### src/rtl/kct_ram.sv
// generic simple dual-port ram with registered read
module kct_ram #(
    parameter int WIDTH = 8,
    parameter int DEPTH = 64
) (
    input  logic                     i_clk,
    input  logic                     i_we,
    input  logic [$clog2(DEPTH)-1:0] i_waddr,
    input  logic [WIDTH-1:0]         i_wdata,
    input  logic [$clog2(DEPTH)-1:0] i_raddr,
    output logic [WIDTH-1:0]         o_rdata
);

    logic [WIDTH-1:0] r_mem [DEPTH];
    logic [WIDTH-1:0] r_rdata;

    always_ff @(posedge i_clk) begin
        if (i_we) begin
            r_mem[i_waddr] <= i_wdata;
        end
        r_rdata <= r_mem[i_raddr];
    end

    assign o_rdata = r_rdata;

endmodule

### config.mk
export PLATFORM = sky130hd
export DESIGN_NAME = kct_ram
export DESIGN_NICKNAME = d
export VERILOG_FILES = /design/src/rtl/kct_ram.sv
export SDC_FILE = /design/constraint.sdc
export NUM_CORES = 1
export LEC_CHECK = 0
export BUFFER_PORTS_ARGS = -buffer_cell sky130_fd_sc_hd__buf_2
export CAP_MARGIN = 20
export CORE_MARGIN = 2
export CORE_UTILIZATION = 40
export CTS_CLUSTER_SIZE = 20
export DETAILED_ROUTE_END_ITERATION = 7
export HOLD_SLACK_MARGIN = 0.15
export PLACE_DENSITY = 0.61
export SYNTH_ARGS = -nofsm -noshare
export SYNTH_HDL_FRONTEND = slang
export SYNTH_SLANG_ARGS = --single-unit
### constraint.sdc
create_clock -name i_clk -period 2.35 [get_ports i_clk]
set_input_delay 0.5875 -clock i_clk [delete_from_list [all_inputs] [get_ports i_clk]]
set_output_delay 0.5875 -clock i_clk [all_outputs]
set_load 0.01 [all_outputs]
==> results.sh <==
export IMPL_status="finished clean"
export IMPL_synthMuxAreaShare_pct=15.9
export IMPL_drcViolationCount=0
export IMPL_synthFlopType="edfxtp_1"
export IMPL_whs_path_depth=3
export IMPL_syn2layout_area_growth_pct=18.1
export IMPL_hp_start="i_raddr[5]"
export IMPL_yosysSeqAreaShare_pct=77.0
export IMPL_antenna_found_initial=1
export IMPL_syn_nets=962
export IMPL_worstPathArrival_ns=2.60
export IMPL_maxSlewHeadroom_pct=39.0
export IMPL_maxSlewViolCount=0
export IMPL_fin_skew_ns=0.0123
export IMPL_required_ns=2.82
export IMPL_critical_path_class="input pin to flip-flop"
export IMPL_synth_top_area_share_pct=76.2
export IMPL_cpMaxStageDelayCell="mux4_2"
export IMPL_multi_input_area_um2=4320
export IMPL_final_setup_tns_ns=0
export IMPL_cts_resized=0
export IMPL_cts_buffers=52
export IMPL_drive_above_1_share_pct=33.5
export IMPL_nFillCells=4118
export IMPL_nets=1154
export IMPL_initial_utilization_pct=40.4
export IMPL_synth_edf_count=512
export IMPL_synthArstFlopShare_pct=0
export IMPL_fp_dieH_um=229
export IMPL_synth_seq_cells=520
export IMPL_p_per_area_nw_per_um2=806
export IMPL_ctsHoldBuffers=0
export IMPL_grt_max_degree=65
export IMPL_tightestPinTransition_ns=0.914
export IMPL_reg2regPathDepth=5
export IMPL_routed_wl_um=46000
export IMPL_fin_crit_ns=2.13
export IMPL_synth_top_family_by_area="multiplexers"
export IMPL_cts_tree="yes"
export IMPL_clk_pin_slew_ns=0.06
export IMPL_dpl_hpwl_um=29300
export IMPL_post_cts_setup_buffers=0
export IMPL_synthSimpleGateAreaFrac_pct=3.39
export IMPL_postSynthCellCount=940
export IMPL_gr_total_overflow=0
export IMPL_ys_types=40
export IMPL_worstPathCellList="clkbuf_8, buf_12, buf_4, mux4_2, mux2i_1, o2111ai_1, nand2_1, o2bb2ai_1"
export IMPL_synth_xor_area_share_pct=0
export IMPL_critPathLaunchType="input pin"
export IMPL_leakagePower_uw=0.00772
export IMPL_cp_top_family="buffers and inverters"
export IMPL_synth_area_um2=20200
export IMPL_grt_pass1_wl_um=68800
export IMPL_vias=10000
export IMPL_viasPerCell=5.44
export IMPL_path_max_fanout=21
export IMPL_ctsLongestPathBuffers=3
export IMPL_cap_violations=0
export IMPL_synth_most_common_cell="edfxtp_1"
export IMPL_setup_worst_path_end_class="flip-flop"
export IMPL_synth_compound_area_share_pct=2.07
export IMPL_placed_cells=1750
export IMPL_cts_sinks=520
export IMPL_hold_violations=0
export IMPL_first_pass_iters=5
export IMPL_yosys_top_cells_area="edfxtp_1, mux4_2, nor2_1"
export IMPL_min_period_over_period_pct=90.5
export IMPL_drt_first_iter_violations=993
export IMPL_rows=82
export IMPL_timing_rr_end="o_rdata[6]$_DFF_P_"
export IMPL_reg2reg_from="r_mem[29][6]$_DFFE_PP_"
export IMPL_grt_pass1_vias=10400
export IMPL_grt_total_usage_pct=17.9
export IMPL_setup_violations=0
export IMPL_coreArea_um2=50000
export IMPL_vdd_drop_max_v=0.000534
export IMPL_die_area_um2=52200
export IMPL_ant_nets=0
export IMPL_pin_count=30
export IMPL_avgSynthCellArea_um2=21.5
export IMPL_insertedDiodeCount=0
export IMPL_cts_htree_levels=2
export IMPL_synth_top_area_cell="edfxtp_1"
export IMPL_synth_fa_ha_area_share_pct=0
export IMPL_hold_end="o_rdata[2]$_DFF_P_"
export IMPL_final_cells=1842
export IMPL_clock_tree_root_cell="clkbuf_16"
export IMPL_synth_commonest_cells="edfxtp_1, mux4_2, nor2_1, mux2i_1, nand2_1"
export IMPL_register_area_um2=15500
export IMPL_fin_hold_ws_ns=0.449
export IMPL_wire_per_inst_um=25.0
export IMPL_r2r_slack_ns=0.33
export IMPL_clk_latency_ns=0.58
export IMPL_rsz0062_at_grt="no"
export IMPL_critical_path_buf_inv_count=3
export IMPL_max_freq_mhz=470
export IMPL_max_stage_delay_ns=0.52
export IMPL_io_buffers=29
export IMPL_die_w_um=229
export IMPL_min_path_type="input pin to flip-flop"
export IMPL_place_congestion=0.815
export IMPL_synth_warnings=0
==> worst max-delay path by stage <==
stage / start / to / cells past startpoint
floorplan: i_raddr[1] / o_rdata[3]$_DFF_P_ / 7
global placement: i_raddr[0] / o_rdata[2]$_DFF_P_ / 7
detailed placement: i_raddr[0] / o_rdata[0]$_DFF_P_ / 8
CTS: i_raddr[0] / o_rdata[0]$_DFF_P_ / 8
global route: i_raddr[0] / o_rdata[0]$_DFF_P_ / 8
finish: i_raddr[0] / o_rdata[0]$_DFF_P_ / 8
==> cell families after synthesis <==
kind of cell / after synthesis
AO/OA/AOI/OAI: 54
buffers and inverters: 51
flip-flops: 520
AND/OR/NAND/NOR: 153
multiplexers: 162
==> layout make-up <==
type	count	share of cell area, %
clock inverter	22	0.841
multi-input combinational	369	18.1
timing repair buffer	189	6.45
clock buffer	70	5.84
tap	672	3.53
sequential	520	65.2
==> layout by cell type (no fill, tap or decap), types with 3 or more instances in the layout <==
| cell type | n |
|---|---|
| o22ai_1 | 8 |
| clkbuf_16 | 53 |
| a22oi_1 | 3 |
| dfxtp_1 | 8 |
| buf_2 | 26 |
| a221oi_1 | 6 |
| buf_4 | 148 |
| clkinv_2 | 3 |
| nor3_1 | 7 |
| buf_12 | 14 |
| edfxtp_1 | 512 |
| nor2b_1 | 14 |
| a21oi_1 | 3 |
| bufinv_16 | 4 |
| clkbuf_1 | 17 |
| a211oi_1 | 4 |
| nand3_1 | 13 |
| mux2i_1 | 23 |
| clkinv_1 | 13 |
| mux2_2 | 13 |
| nor2_1 | 83 |
| nand2_1 | 19 |
| o221ai_1 | 8 |
| o2111ai_1 | 3 |
| nand3b_1 | 3 |
| mux4_2 | 126 |
| o2bb2ai_1 | 3 |
| nand2b_1 | 7 |
==> per-layer routing <==
| layer | share of wire (%) | GRT usage (%) | up-vias |
|---|---|---|---|
| li1 | - | - | 4313 |
| met1 | 42 | 24.9 | 5276 |
| met2 | 48 | 28.6 | 359 |
| met3 | 6.6 | 2.67 | 78 |
| met4 | 3.2 | 7.13 | 2 |
| met5 | 0.037 | 0 | - |
==> flip-flops by register name, indices dropped and copies added (netlist names) <==
signal	count
r_mem	512
o_rdata	8
==> worst reg2reg max path, stage by stage (launching register included) <==
cell,delay [ns]
edfxtp_1,0.37
mux4_2,0.48
mux2_2,0.29
o221a_2,0.28
nor3_1,0.32
o32ai_1,0.14
==> stage by stage <==
step                      worst slack, ns  power [uW]  instance area, um2  utilization, %
after global placement             -0.379       11600               22200            44.5
after global routing                0.134       19800               23800            47.7
after CTS                           0.214       19400               23800            47.7
after floorplan                    0.0948       11000               20200               -
after detailed placement           -0.393       11600               22200            44.5
final                               0.223       19200               23800            47.7
==> where the power goes <==
group | leakage, uW | internal, uW | switching, uW
logic | 0.00228 | 459 | 607
registers | 0.00467 | 10300 | 38.8
clock network | 0.000766 | 4550 | 3280
total | 0.00772 | 15300 | 3920
No activity file was read; power rests on OpenSTA's default activity.
